$ cat src/rtl/core/stg_pkg.sv
// Shared types and constants of the sine tone generator.
package stg_pkg;

  // Residue, rate and frequency width, then position, amplitude, config, index, index counter and sample widths.
  localparam int unsigned RES_W = 18;
  localparam int unsigned POS_W = 17;
  localparam int unsigned AMP_W = 15;
  localparam int unsigned CFG_W = 18;
  localparam int unsigned IDX_W = 31;
  localparam int unsigned IDX_CNT_W = 5;
  localparam int unsigned SAMPLE_W = 16;

  // Digit-serial multiplier geometry.
  localparam int unsigned MUL_W = 32;
  localparam int unsigned DIGIT_W = 8;
  localparam int unsigned MUL_DIGITS = MUL_W / DIGIT_W;
  localparam int unsigned PROD_W = 2 * MUL_W;

  // Q30 polynomial arithmetic.
  localparam int unsigned Q_FRAC = 30;
  localparam int unsigned Q_W = 31;
  localparam logic [Q_W-1:0] Q30_ONE = 31'd1073741824;
  localparam logic [Q_W-1:0] COEF_C1 = 31'd1686629713;
  localparam logic [Q_W-1:0] COEF_C3 = 31'd693598669;
  localparam logic [Q_W-1:0] COEF_C5 = 31'd85569306;
  localparam logic [Q_W-1:0] COEF_C7 = 31'd5026995;
  localparam logic [Q_W-1:0] COEF_C9 = 31'd172272;
  localparam logic [Q_W-1:0] COEF_C11 = 31'd3864;

  // Register reset values.
  localparam logic [RES_W-1:0] FREQ_RST = 18'd440;
  localparam logic [RES_W-1:0] RATE_RST = 18'd44100;
  localparam logic [AMP_W-1:0] PEAK_RST = 15'd32000;
  localparam logic [POS_W-1:0] LEN_RST = 17'd44100;

  typedef enum logic [1:0] {
    CFG_TONE_FREQ,
    CFG_SAMPLE_RATE,
    CFG_PEAK_AMP,
    CFG_BUFFER_LEN
  } cfg_idx_e;

endpackage

$ cat src/rtl/core/stg_serial_div.sv
// Restoring divider, one quotient bit per cycle.
module stg_serial_div #(
  parameter int unsigned NUM_W = 18
) (
  input  logic                     clk_i,
  input  logic                     rst_ni,
  input  logic                     start_i,
  input  logic [stg_pkg::RES_W-1:0] den_i,   // hold steady while busy, nonzero
  input  logic [stg_pkg::RES_W-1:0] rem_i,   // initial remainder, below den_i
  input  logic [NUM_W-1:0]         num_i,
  output logic                     done_o,
  output logic [NUM_W-1:0]         quo_o,
  output logic [stg_pkg::RES_W-1:0] rem_o
);
  import stg_pkg::*;

  localparam int unsigned CNT_W = $clog2(NUM_W + 1);

  logic [RES_W-1:0] rem_q;
  logic [NUM_W-1:0] quo_q;
  logic [CNT_W-1:0] cnt_q;
  logic             done_q;
  logic [RES_W:0]   trial;
  logic [RES_W:0]   diff;
  logic             ge;

  assign trial = {rem_q, quo_q[NUM_W-1]};
  assign ge    = trial >= {1'b0, den_i};
  assign diff  = trial - {1'b0, den_i};

  always_ff @(posedge clk_i or negedge rst_ni) begin
    if (!rst_ni) begin
      rem_q  <= '0;
      quo_q  <= '0;
      cnt_q  <= '0;
      done_q <= 1'b0;
    end else if (start_i) begin
      rem_q  <= rem_i;
      quo_q  <= num_i;
      cnt_q  <= CNT_W'(NUM_W);
      done_q <= 1'b0;
    end else if (cnt_q != '0) begin
      rem_q  <= ge ? diff[RES_W-1:0] : trial[RES_W-1:0];
      quo_q  <= {quo_q[NUM_W-2:0], ge};
      cnt_q  <= cnt_q - CNT_W'(1);
      done_q <= (cnt_q == CNT_W'(1));
    end else begin
      done_q <= 1'b0;
    end
  end

  assign done_o = done_q;
  assign quo_o  = quo_q;
  assign rem_o  = rem_q;

endmodule

$ cat src/rtl/core/stg_digit_mul.sv
// Unsigned multiplier taking one 8-bit digit of the multiplier per cycle.
module stg_digit_mul (
  input  logic                      clk_i,
  input  logic                      rst_ni,
  input  logic                      start_i,
  input  logic [stg_pkg::MUL_W-1:0]  a_i,
  input  logic [stg_pkg::MUL_W-1:0]  b_i,
  output logic                      done_o,
  output logic [stg_pkg::PROD_W-1:0] prod_o
);
  import stg_pkg::*;

  localparam int unsigned CNT_W = $clog2(MUL_DIGITS + 1);

  logic [MUL_W-1:0]         a_q;
  logic [MUL_W-1:0]         b_q;
  logic [PROD_W-1:0]        acc_q;
  logic [CNT_W-1:0]         cnt_q;
  logic                     done_q;
  logic [MUL_W+DIGIT_W-1:0] pp;

  // Partial product of the top remaining digit, MSB first.
  assign pp = {{DIGIT_W{1'b0}}, a_q} * {{MUL_W{1'b0}}, b_q[MUL_W-1 -: DIGIT_W]};

  always_ff @(posedge clk_i or negedge rst_ni) begin
    if (!rst_ni) begin
      a_q    <= '0;
      b_q    <= '0;
      acc_q  <= '0;
      cnt_q  <= '0;
      done_q <= 1'b0;
    end else if (start_i) begin
      a_q    <= a_i;
      b_q    <= b_i;
      acc_q  <= '0;
      cnt_q  <= CNT_W'(MUL_DIGITS);
      done_q <= 1'b0;
    end else if (cnt_q != '0) begin
      acc_q  <= (acc_q << DIGIT_W) + {{(MUL_W - DIGIT_W){1'b0}}, pp};
      b_q    <= b_q << DIGIT_W;
      cnt_q  <= cnt_q - CNT_W'(1);
      done_q <= (cnt_q == CNT_W'(1));
    end else begin
      done_q <= 1'b0;
    end
  end

  assign done_o = done_q;
  assign prod_o = acc_q;

endmodule

$ cat src/rtl/core/sine_tone_generator.sv
// Sine tone generator: phase residue, serial angle division, sine polynomial.
// Requests are taken one at a time: a new request is accepted only once the previous sample
// has been loaded into the output slot. Steps in order: the residue reductions, the restart
//   multiply when restart is set, the angle quotient, eight digit-serial products, and the
//   emit into the output slot.
// Reset: config returns to 440 Hz / 44100 Hz / 32000 / 44100, phase and position clear.
module sine_tone_generator #(
  parameter int unsigned ANGLE_FRACTION_BITS = 24,
  parameter int unsigned SINE_BITS           = 18
) (
  input  logic                         clk_i,
  input  logic                         rst_ni,
  // Request stream.
  input  logic                         s_axis_tvalid,
  output logic                         s_axis_tready,
  input  logic [31:0]                  s_axis_tdata,  // [30:0] start_index, [31] zero
  input  logic                         s_axis_tuser,  // [0] restart
  // Sample stream.
  output logic                         m_axis_tvalid,
  input  logic                         m_axis_tready,
  output logic [stg_pkg::SAMPLE_W-1:0] m_axis_tdata,  // [15:0] sample
  output logic                         m_axis_tlast,  // last_of_buffer
  // Register write channel.
  input  logic                         cfg_valid_i,
  output logic                         cfg_ready_o,
  input  logic [1:0]                   cfg_index_i,
  input  logic [stg_pkg::CFG_W-1:0]    cfg_data_i
);
  import stg_pkg::*;

  localparam int unsigned AF = ANGLE_FRACTION_BITS;
  localparam logic [SINE_BITS-1:0] M_ONE = SINE_BITS'(1) << (SINE_BITS - 1);

  typedef enum logic [2:0] {
    S_IDLE,
    S_REDUCE,
    S_RESTART,
    S_FRAC,
    S_POLY,
    S_DONE
  } state_e;

  // Multiply sequence: square, five Horner steps, angle product, amplitude scale.
  typedef enum logic [2:0] {
    MS_SQUARE,
    MS_C9,
    MS_C7,
    MS_C5,
    MS_C3,
    MS_C1,
    MS_ANGLE,
    MS_SCALE
  } mstep_e;

  // Configuration registers.
  logic [RES_W-1:0] freq_q;
  logic [RES_W-1:0] rate_q;
  logic [AMP_W-1:0] peak_q;
  logic [POS_W-1:0] len_q;

  // Phase and buffer state.
  logic [RES_W-1:0] residue_q;
  logic [POS_W-1:0] pos_q;

  // Per-request working registers.
  state_e               state_q;
  mstep_e               mstep_q;
  logic                 restart_q;
  logic [IDX_W-1:0]     sidx_q;
  logic [IDX_CNT_W-1:0] idx_q;
  logic [RES_W-1:0]     r_q;
  logic [RES_W-1:0]     fm_q;
  logic [1:0]           quad_q;
  logic [Q_W-1:0]       x_q;
  logic [Q_W-1:0]       u_q;
  logic [Q_W-1:0]       p_q;
  logic [SINE_BITS-1:0] m_q;
  logic [SAMPLE_W-1:0]  level_q;
  logic                 red_start_q;
  logic                 ang_start_q;
  logic                 mul_start_q;
  logic                 red_start_d;
  logic                 ang_start_d;
  logic                 mul_start_d;

  // Output register.
  logic                 out_valid_q;
  logic                 out_valid_d;
  logic                 out_load;
  logic [SAMPLE_W-1:0]  out_sample_q;
  logic                 out_last_q;

  // Datapath signals.
  logic [RES_W-1:0]     rate_eff;
  logic [POS_W-1:0]     len_eff;
  logic [RES_W:0]       rate19;
  logic [RES_W:0]       dbl;
  logic [RES_W:0]       dbl_red;
  logic [RES_W:0]       mm_sum;
  logic [RES_W-1:0]     mm_next;
  logic [RES_W:0]       adv_sum;
  logic [RES_W-1:0]     adv_next;
  logic [POS_W-1:0]     pos_cur;
  logic                 is_last;
  logic                 fdiv_done;
  logic                 rdiv_done;
  logic                 adiv_done;
  logic [RES_W-1:0]     fdiv_rem;
  logic [RES_W-1:0]     rdiv_rem;
  logic [AF-1:0]        adiv_quo;
  logic [29:0]          x_low;
  logic [Q_W-1:0]       x_next;
  logic [MUL_W-1:0]     mul_a;
  logic [MUL_W-1:0]     mul_b;
  logic                 mul_done;
  logic [PROD_W-1:0]    mul_prod;
  logic [Q_W-1:0]       prod_q30;
  logic [SINE_BITS-1:0] m_raw;
  logic [SINE_BITS-1:0] m_cap;
  logic [SAMPLE_W-1:0]  mag;

  // A zero rate or buffer length behaves as one.
  assign rate_eff = (rate_q == '0) ? RES_W'(1) : rate_q;
  assign len_eff  = (len_q == '0) ? POS_W'(1) : len_q;
  assign rate19   = {1'b0, rate_eff};

  // Register writes; the user must change config only while the block is idle, the block does not enforce it.
  assign cfg_ready_o = 1'b1;

  always_ff @(posedge clk_i or negedge rst_ni) begin
    if (!rst_ni) begin
      freq_q <= FREQ_RST;
      rate_q <= RATE_RST;
      peak_q <= PEAK_RST;
      len_q  <= LEN_RST;
    end else if (cfg_valid_i) begin
      unique case (cfg_idx_e'(cfg_index_i))
        CFG_TONE_FREQ:   freq_q <= cfg_data_i[RES_W-1:0];
        CFG_SAMPLE_RATE: rate_q <= cfg_data_i[RES_W-1:0];
        CFG_PEAK_AMP:    peak_q <= cfg_data_i[AMP_W-1:0];
        CFG_BUFFER_LEN:  len_q  <= cfg_data_i[POS_W-1:0];
      endcase
    end
  end

  // Frequency and held residue are both reduced modulo the rate each request;
  // the reduced residue is ignored when the request restarts the phase.
  stg_serial_div #(.NUM_W(RES_W)) u_freq_div (
    .clk_i   (clk_i),
    .rst_ni  (rst_ni),
    .start_i (red_start_q),
    .den_i   (rate_eff),
    .rem_i   ('0),
    .num_i   (freq_q),
    .done_o  (fdiv_done),
    .quo_o   (),
    .rem_o   (fdiv_rem)
  );

  stg_serial_div #(.NUM_W(RES_W)) u_res_div (
    .clk_i   (clk_i),
    .rst_ni  (rst_ni),
    .start_i (red_start_q),
    .den_i   (rate_eff),
    .rem_i   ('0),
    .num_i   (residue_q),
    .done_o  (rdiv_done),
    .quo_o   (),
    .rem_o   (rdiv_rem)
  );

  // Angle fraction: floor(r * 2^AF / rate). Since r < rate, start with r as
  // the remainder and shift in AF zero bits.
  stg_serial_div #(.NUM_W(AF)) u_angle_div (
    .clk_i   (clk_i),
    .rst_ni  (rst_ni),
    .start_i (ang_start_q),
    .den_i   (rate_eff),
    .rem_i   (r_q),
    .num_i   ('0),
    .done_o  (adiv_done),
    .quo_o   (adiv_quo),
    .rem_o   ()
  );

  // Restart multiply, MSB first: r = 2r + bit*fm, reduced after each add.
  always_comb begin
    dbl     = {r_q, 1'b0};
    dbl_red = (dbl >= rate19) ? dbl - rate19 : dbl;
    mm_sum  = dbl_red + (sidx_q[IDX_W-1] ? {1'b0, fm_q} : '0);
    mm_next = (mm_sum >= rate19) ? RES_W'(mm_sum - rate19) : mm_sum[RES_W-1:0];
  end

  // Phase advance and buffer position for the sample being finished.
  always_comb begin
    adv_sum  = {1'b0, r_q} + {1'b0, fm_q};
    adv_next = (adv_sum >= rate19) ? RES_W'(adv_sum - rate19) : adv_sum[RES_W-1:0];
    pos_cur  = restart_q ? '0 : pos_q;
    is_last  = pos_cur >= (len_eff - POS_W'(1));
  end

  // Quarter-turn argument in Q30; mirror it in odd quadrants.
  assign x_low  = 30'(adiv_quo[AF-3:0]) << (32 - AF);
  assign x_next = adiv_quo[AF-2] ? (Q30_ONE - {1'b0, x_low}) : {1'b0, x_low};

  // Multiplier operand select per step.
  always_comb begin
    unique case (mstep_q)
      MS_SQUARE: begin
        mul_a = MUL_W'(x_q);
        mul_b = MUL_W'(x_q);
      end
      MS_C9: begin
        mul_a = MUL_W'(COEF_C11);
        mul_b = MUL_W'(u_q);
      end
      MS_C7, MS_C5, MS_C3, MS_C1: begin
        mul_a = MUL_W'(p_q);
        mul_b = MUL_W'(u_q);
      end
      MS_ANGLE: begin
        mul_a = MUL_W'(p_q);
        mul_b = MUL_W'(x_q);
      end
      MS_SCALE: begin
        mul_a = MUL_W'(peak_q);
        mul_b = MUL_W'(m_q);
      end
    endcase
  end

  stg_digit_mul u_mul (
    .clk_i   (clk_i),
    .rst_ni  (rst_ni),
    .start_i (mul_start_q),
    .a_i     (mul_a),
    .b_i     (mul_b),
    .done_o  (mul_done),
    .prod_o  (mul_prod)
  );

  // Truncate products by 2^30; sine magnitude keeps SINE_BITS-1 fraction bits.
  assign prod_q30 = mul_prod[Q_FRAC + Q_W - 1 : Q_FRAC];
  assign m_raw    = prod_q30[Q_W-1 -: SINE_BITS];
  assign m_cap    = (m_raw > M_ONE) ? M_ONE : m_raw;
  assign mag      = SAMPLE_W'(mul_prod >> (SINE_BITS - 1));

  // Start strobes for the serial units, and the output slot: load it when the
  // sample is ready and the slot is free or being taken, drop it once taken.
  always_comb begin
    red_start_d = (state_q == S_IDLE) && s_axis_tvalid;
    ang_start_d = ((state_q == S_REDUCE) && rdiv_done && fdiv_done && !restart_q)
               || ((state_q == S_RESTART) && (idx_q == IDX_CNT_W'(1)));
    mul_start_d = ((state_q == S_FRAC) && adiv_done)
               || ((state_q == S_POLY) && mul_done && (mstep_q != MS_SCALE));
    out_load    = (state_q == S_DONE) && (!out_valid_q || m_axis_tready);
    out_valid_d = out_load || (out_valid_q && !m_axis_tready);
  end

  always_ff @(posedge clk_i or negedge rst_ni) begin
    if (!rst_ni) begin
      state_q      <= S_IDLE;
      mstep_q      <= MS_SQUARE;
      restart_q    <= 1'b0;
      sidx_q       <= '0;
      idx_q        <= '0;
      r_q          <= '0;
      fm_q         <= '0;
      quad_q       <= '0;
      x_q          <= '0;
      u_q          <= '0;
      p_q          <= '0;
      m_q          <= '0;
      level_q      <= '0;
      red_start_q  <= 1'b0;
      ang_start_q  <= 1'b0;
      mul_start_q  <= 1'b0;
      residue_q    <= '0;
      pos_q        <= '0;
      out_valid_q  <= 1'b0;
      out_sample_q <= '0;
      out_last_q   <= 1'b0;
    end else begin
      red_start_q <= red_start_d;
      ang_start_q <= ang_start_d;
      mul_start_q <= mul_start_d;
      out_valid_q <= out_valid_d;

      unique case (state_q)
        S_IDLE: begin
          if (s_axis_tvalid) begin
            restart_q <= s_axis_tuser;
            sidx_q    <= s_axis_tdata[IDX_W-1:0];
            state_q   <= S_REDUCE;
          end
        end
        S_REDUCE: begin
          if (rdiv_done && fdiv_done) begin
            fm_q <= fdiv_rem;
            if (restart_q) begin
              r_q     <= '0;
              idx_q   <= IDX_CNT_W'(IDX_W);
              state_q <= S_RESTART;
            end else begin
              r_q     <= rdiv_rem;
              state_q <= S_FRAC;
            end
          end
        end
        S_RESTART: begin
          r_q    <= mm_next;
          sidx_q <= sidx_q << 1;
          idx_q  <= idx_q - IDX_CNT_W'(1);
          if (idx_q == IDX_CNT_W'(1)) begin
            state_q <= S_FRAC;
          end
        end
        S_FRAC: begin
          if (adiv_done) begin
            quad_q  <= adiv_quo[AF-1 -: 2];
            x_q     <= x_next;
            mstep_q <= MS_SQUARE;
            state_q <= S_POLY;
          end
        end
        S_POLY: begin
          if (mul_done) begin
            unique case (mstep_q)
              MS_SQUARE: u_q <= prod_q30;
              MS_C9:     p_q <= COEF_C9 - prod_q30;
              MS_C7:     p_q <= COEF_C7 - prod_q30;
              MS_C5:     p_q <= COEF_C5 - prod_q30;
              MS_C3:     p_q <= COEF_C3 - prod_q30;
              MS_C1:     p_q <= COEF_C1 - prod_q30;
              MS_ANGLE:  m_q <= m_cap;
              MS_SCALE:  level_q <= quad_q[1] ? SAMPLE_W'(16'd0 - mag) : mag;
            endcase
            if (mstep_q == MS_SCALE) begin
              state_q <= S_DONE;
            end else begin
              mstep_q <= mstep_e'(mstep_q + 3'd1);
            end
          end
        end
        S_DONE: begin
          // Hold until the output slot is free, then advance phase and position.
          if (out_load) begin
            out_sample_q <= level_q;
            out_last_q   <= is_last;
            residue_q    <= adv_next;
            pos_q        <= is_last ? '0 : pos_cur + POS_W'(1);
            state_q      <= S_IDLE;
          end
        end
        default: begin
          state_q <= S_IDLE;
        end
      endcase
    end
  end

  assign s_axis_tready = (state_q == S_IDLE);
  assign m_axis_tvalid = out_valid_q;
  assign m_axis_tdata  = out_sample_q;
  assign m_axis_tlast  = out_last_q;

endmodule
$ cat config.mk
export PLATFORM = sky130hd
export DESIGN_NAME = sine_tone_generator
export DESIGN_NICKNAME = d
export VERILOG_FILES = /design/src/rtl/core/stg_pkg.sv /design/src/rtl/core/stg_serial_div.sv /design/src/rtl/core/stg_digit_mul.sv /design/src/rtl/core/sine_tone_generator.sv
export SDC_FILE = /design/constraint.sdc
export NUM_CORES = 2
export LEC_CHECK = 0
export BUFFER_PORTS_ARGS = -buffer_cell sky130_fd_sc_hd__buf_2
export CORE_MARGIN = 5
export CORE_UTILIZATION = 45
export DETAILED_ROUTE_END_ITERATION = 7
export SYNTH_ARGS = -nofsm -noshare
export SYNTH_HDL_FRONTEND = slang
export SYNTH_HIERARCHICAL = 1
export SYNTH_SLANG_ARGS = --single-unit
export TNS_END_PERCENT = 5
$ cat constraint.sdc
create_clock -name clk_i -period 8.8 [get_ports clk_i]
set_input_delay 1.76 -clock clk_i [delete_from_list [all_inputs] [get_ports clk_i]]
set_output_delay 1.76 -clock clk_i [all_outputs]
set_load 0.02 [all_outputs]
==> impl_results.md <==
* Worst Tran Pin Value at 1.211 ns
* Total Wirelength at 139.3 mm
* Die Y-Extent at 336.0 µm
* Sequential cell area at 0.01465 mm²
* TritonRoute pass-1 iters at 5
* Setup-failing EPs final at 0
* Sink Count at 584
* Gr usage total at 24.54%
* Worst slack at placement at 1.747 ns
* Min-Delay Endpoint: m_axis_tdata[5]
* Crit Path Max Fanout at 33
* Warnings from Yosys at 6
* Slew HR at 19.30%
* Clk buf depth at 3
* Fin Clk Skew at 0.03032 ns
* Met2 Use GR at 36.83%
* Reg2reg end: r_q[0]
* Post-CTS Hold Fix Bufs at 0
* Synthesized cell area at 0.04781 mm²
* Crit-path max cell delay at 0.48 ns
* Port Buffers at 75
* Post-CTS Setup Inserts at 0
* Fillcell total at 10,080
* Worst setup EP type: flip-flop
* # rows at 119
* Placeable Area at 0.1054 mm²
* Mapped Cells at 5,426
* Vias in the first global route at 37,860
* Antenna diode instance count at 0
* Most used routing layer: met1
* RSZ-0062 raised after global routing: no
* Post-route setup slack at 1.670 ns
* Pin count of the biggest net entering global routing at 140
* Pwr Total at 6.963 mW
* Layout area overhead at 8.667%
* Root buf cell: clkbuf_16
* Reg2reg start: rate_q[1]
* Hold path depth at 2
* Lkg Pwr at 24.26 nW
* Fin nets at 5,970
* Initial antenna violation count at 5
* Hold Violations, Final at 0
* Vias per cell at 5.723
* Routed length per instance at 20.31 µm
* Die W at 336.0 µm
* Vias at 39,250
* CTS buffer count at 73
* Crit share post-route at 81.02%
* VDD IR max at 119.0 µV
* DIE AREA at 0.1129 mm²
* M1 GR Usage at 37.30%
* Critical Path AT at 7.70 ns
* Fraction of layout cells with a size suffix above 1 at 9.548%
* Hpwl dp at 102.0 mm
* DRC Markers at 0
* Setup TNS at 0 ns
* GRT overflow at 0
* CP Class: flip-flop to flip-flop
* Reg2Reg Depth at 30
* Hold Crit Start: m_axis_tdata[5]
* R2R Setup Slk at 1.67 ns
* Pwr Density at 134.0 mW/mm²
* Max Cap Viol at 0
* H-tree depth at 3
* Post-CTS Resized at 0
* IO Count at 78
* Worst-path clk slew at 0.06 ns
* First-pass GRT wire length at 219.7 mm
* Initial core utilization at 45.36%
* Post-DRT Antenna Nets at 0
* Fmax at 0.1403 GHz
* Grt met3 use at 3.423%
* Max Slew Vio Count at 0
* Multi-input gate area at 0.03047 mm²
* Status: finished clean
* Tmin final at 7.130 ns
* Initial DRC Count at 3,551
* Crit path max-delay cell type: dfrtp_1
* Worst-skew pair later-pin latency at 0.65 ns
* CTS tree: built
* RePlAce Congestion at 0.9459
* Hold Crit Class: flip-flop to flip-flop
* Setup crit start kind: flip-flop
* Avg Inst Size Synth at 8.812 µm²
* Critical Path RT at 9.37 ns
[cell type report]
cell class | count | share of cell area, %
clock buffers | 102 | 4.099
clock inverters | 31 | 0.7682
inverters | 463 | 3.345
multi-input cells | 4158 | 58.64
flip-flops and latches | 584 | 28.20
well taps | 1391 | 3.350
repair buffers | 129 | 1.594
[how the worst max path moves through the flow]
| stage | startpoint | end | depth (start not counted) |
|---|---|---|---|
| 6_report | rate_q[1] | r_q[0] | 30 |
| 5_1_grt | rate_q[1] | r_q[0] | 30 |
| 2_1_floorplan | rate_q[1] | r_q[0] | 31 |
| 4_1_cts | rate_q[12] | r_q[0] | 30 |
| 3_3_place_gp | rate_q[9] | r_q[0] | 30 |
| 3_5_place_dp | rate_q[1] | r_q[0] | 30 |
[per-stage QoR]
stage               utilization [%]  hold WS [ns]  std cells  instance area, µm²
finish                        49.29        0.4651       6858               51960
global route                  49.29        0.4946       6858               51960
CTS                           49.29        0.4653       6858               51960
detailed placement            46.89        0.4538       6725               49430
global placement              46.89        0.4457       6725               49430
floorplan                         -        0.4386       5487               48040
[cell usage in the layout (no fill, tap or decap), drive strengths merged, types with 32 or more instances in the layout]
| cell | count |
|---|---|
| nand3b | 36 |
| mux2i | 200 |
| conb | 63 |
| o22ai | 34 |
| xnor2 | 152 |
| o21ai | 397 |
| and3 | 32 |
| mux2 | 123 |
| nand2 | 792 |
| a211oi | 48 |
| nor2b | 67 |
| and2 | 220 |
| nor2 | 268 |
| nand2b | 46 |
| fa | 221 |
| clkbuf | 102 |
| o21a | 36 |
| inv | 468 |
| buf | 129 |
| a21o | 57 |
| dfrtp | 561 |
| a22o | 40 |
| nand3 | 63 |
| ha | 282 |
| a31oi | 34 |
| a21oi | 369 |
| nor3 | 71 |
| nand4 | 41 |
| o221ai | 38 |
| xor2 | 107 |
[layer usage]
layer | vias up | part of all wire, %
met5 | - | 0.019
met2 | 1210 | 43
met4 | 4 | 2.4
met1 | 19330 | 48
li1 | 18520 | -
met3 | 184 | 6.8
[critical path, delay by kind of cell, from the launching register on]
family	cells	cell delay, ns
flops	1	0.48
xor+xnor	1	0.19
mux	1	0.33
buf+inv	2	0.70
fa+ha+maj	3	0.96
simple gates	8	1.19
compound gates	15	3.18
[power breakdown]
group          internal, mW  switching [mW]
Combinational         0.371           0.559
Sequential             2.76          0.0822
Clock                  1.91            1.28
Total                  5.04            1.92
[sequential cells by signal (all words and copies together), names as in the netlist, 15 cells and up]
| signal | flops |
|---|---|
| u_mul/prod_o | 61 |
| u_mul/a_q | 32 |
| u_mul/b_q | 32 |
| p_q | 31 |
| sidx_q | 31 |
| u_q | 31 |
| u_angle_div/quo_o | 24 |
| x_q | 23 |
| fm_q | 18 |
| freq_q | 18 |
| m_q | 18 |
| r_q | 18 |
| rate_q | 18 |
| residue_q | 18 |
| u_angle_div/rem_o | 18 |
| u_freq_div/quo_o | 18 |
| u_freq_div/rem_o | 18 |
| u_res_div/quo_o | 18 |
| u_res_div/rem_o | 18 |
| len_q | 17 |
| pos_q | 17 |
| level_q | 16 |
| m_axis_tdata | 16 |
| peak_q | 15 |
Power figures use the tool's default switching activity.
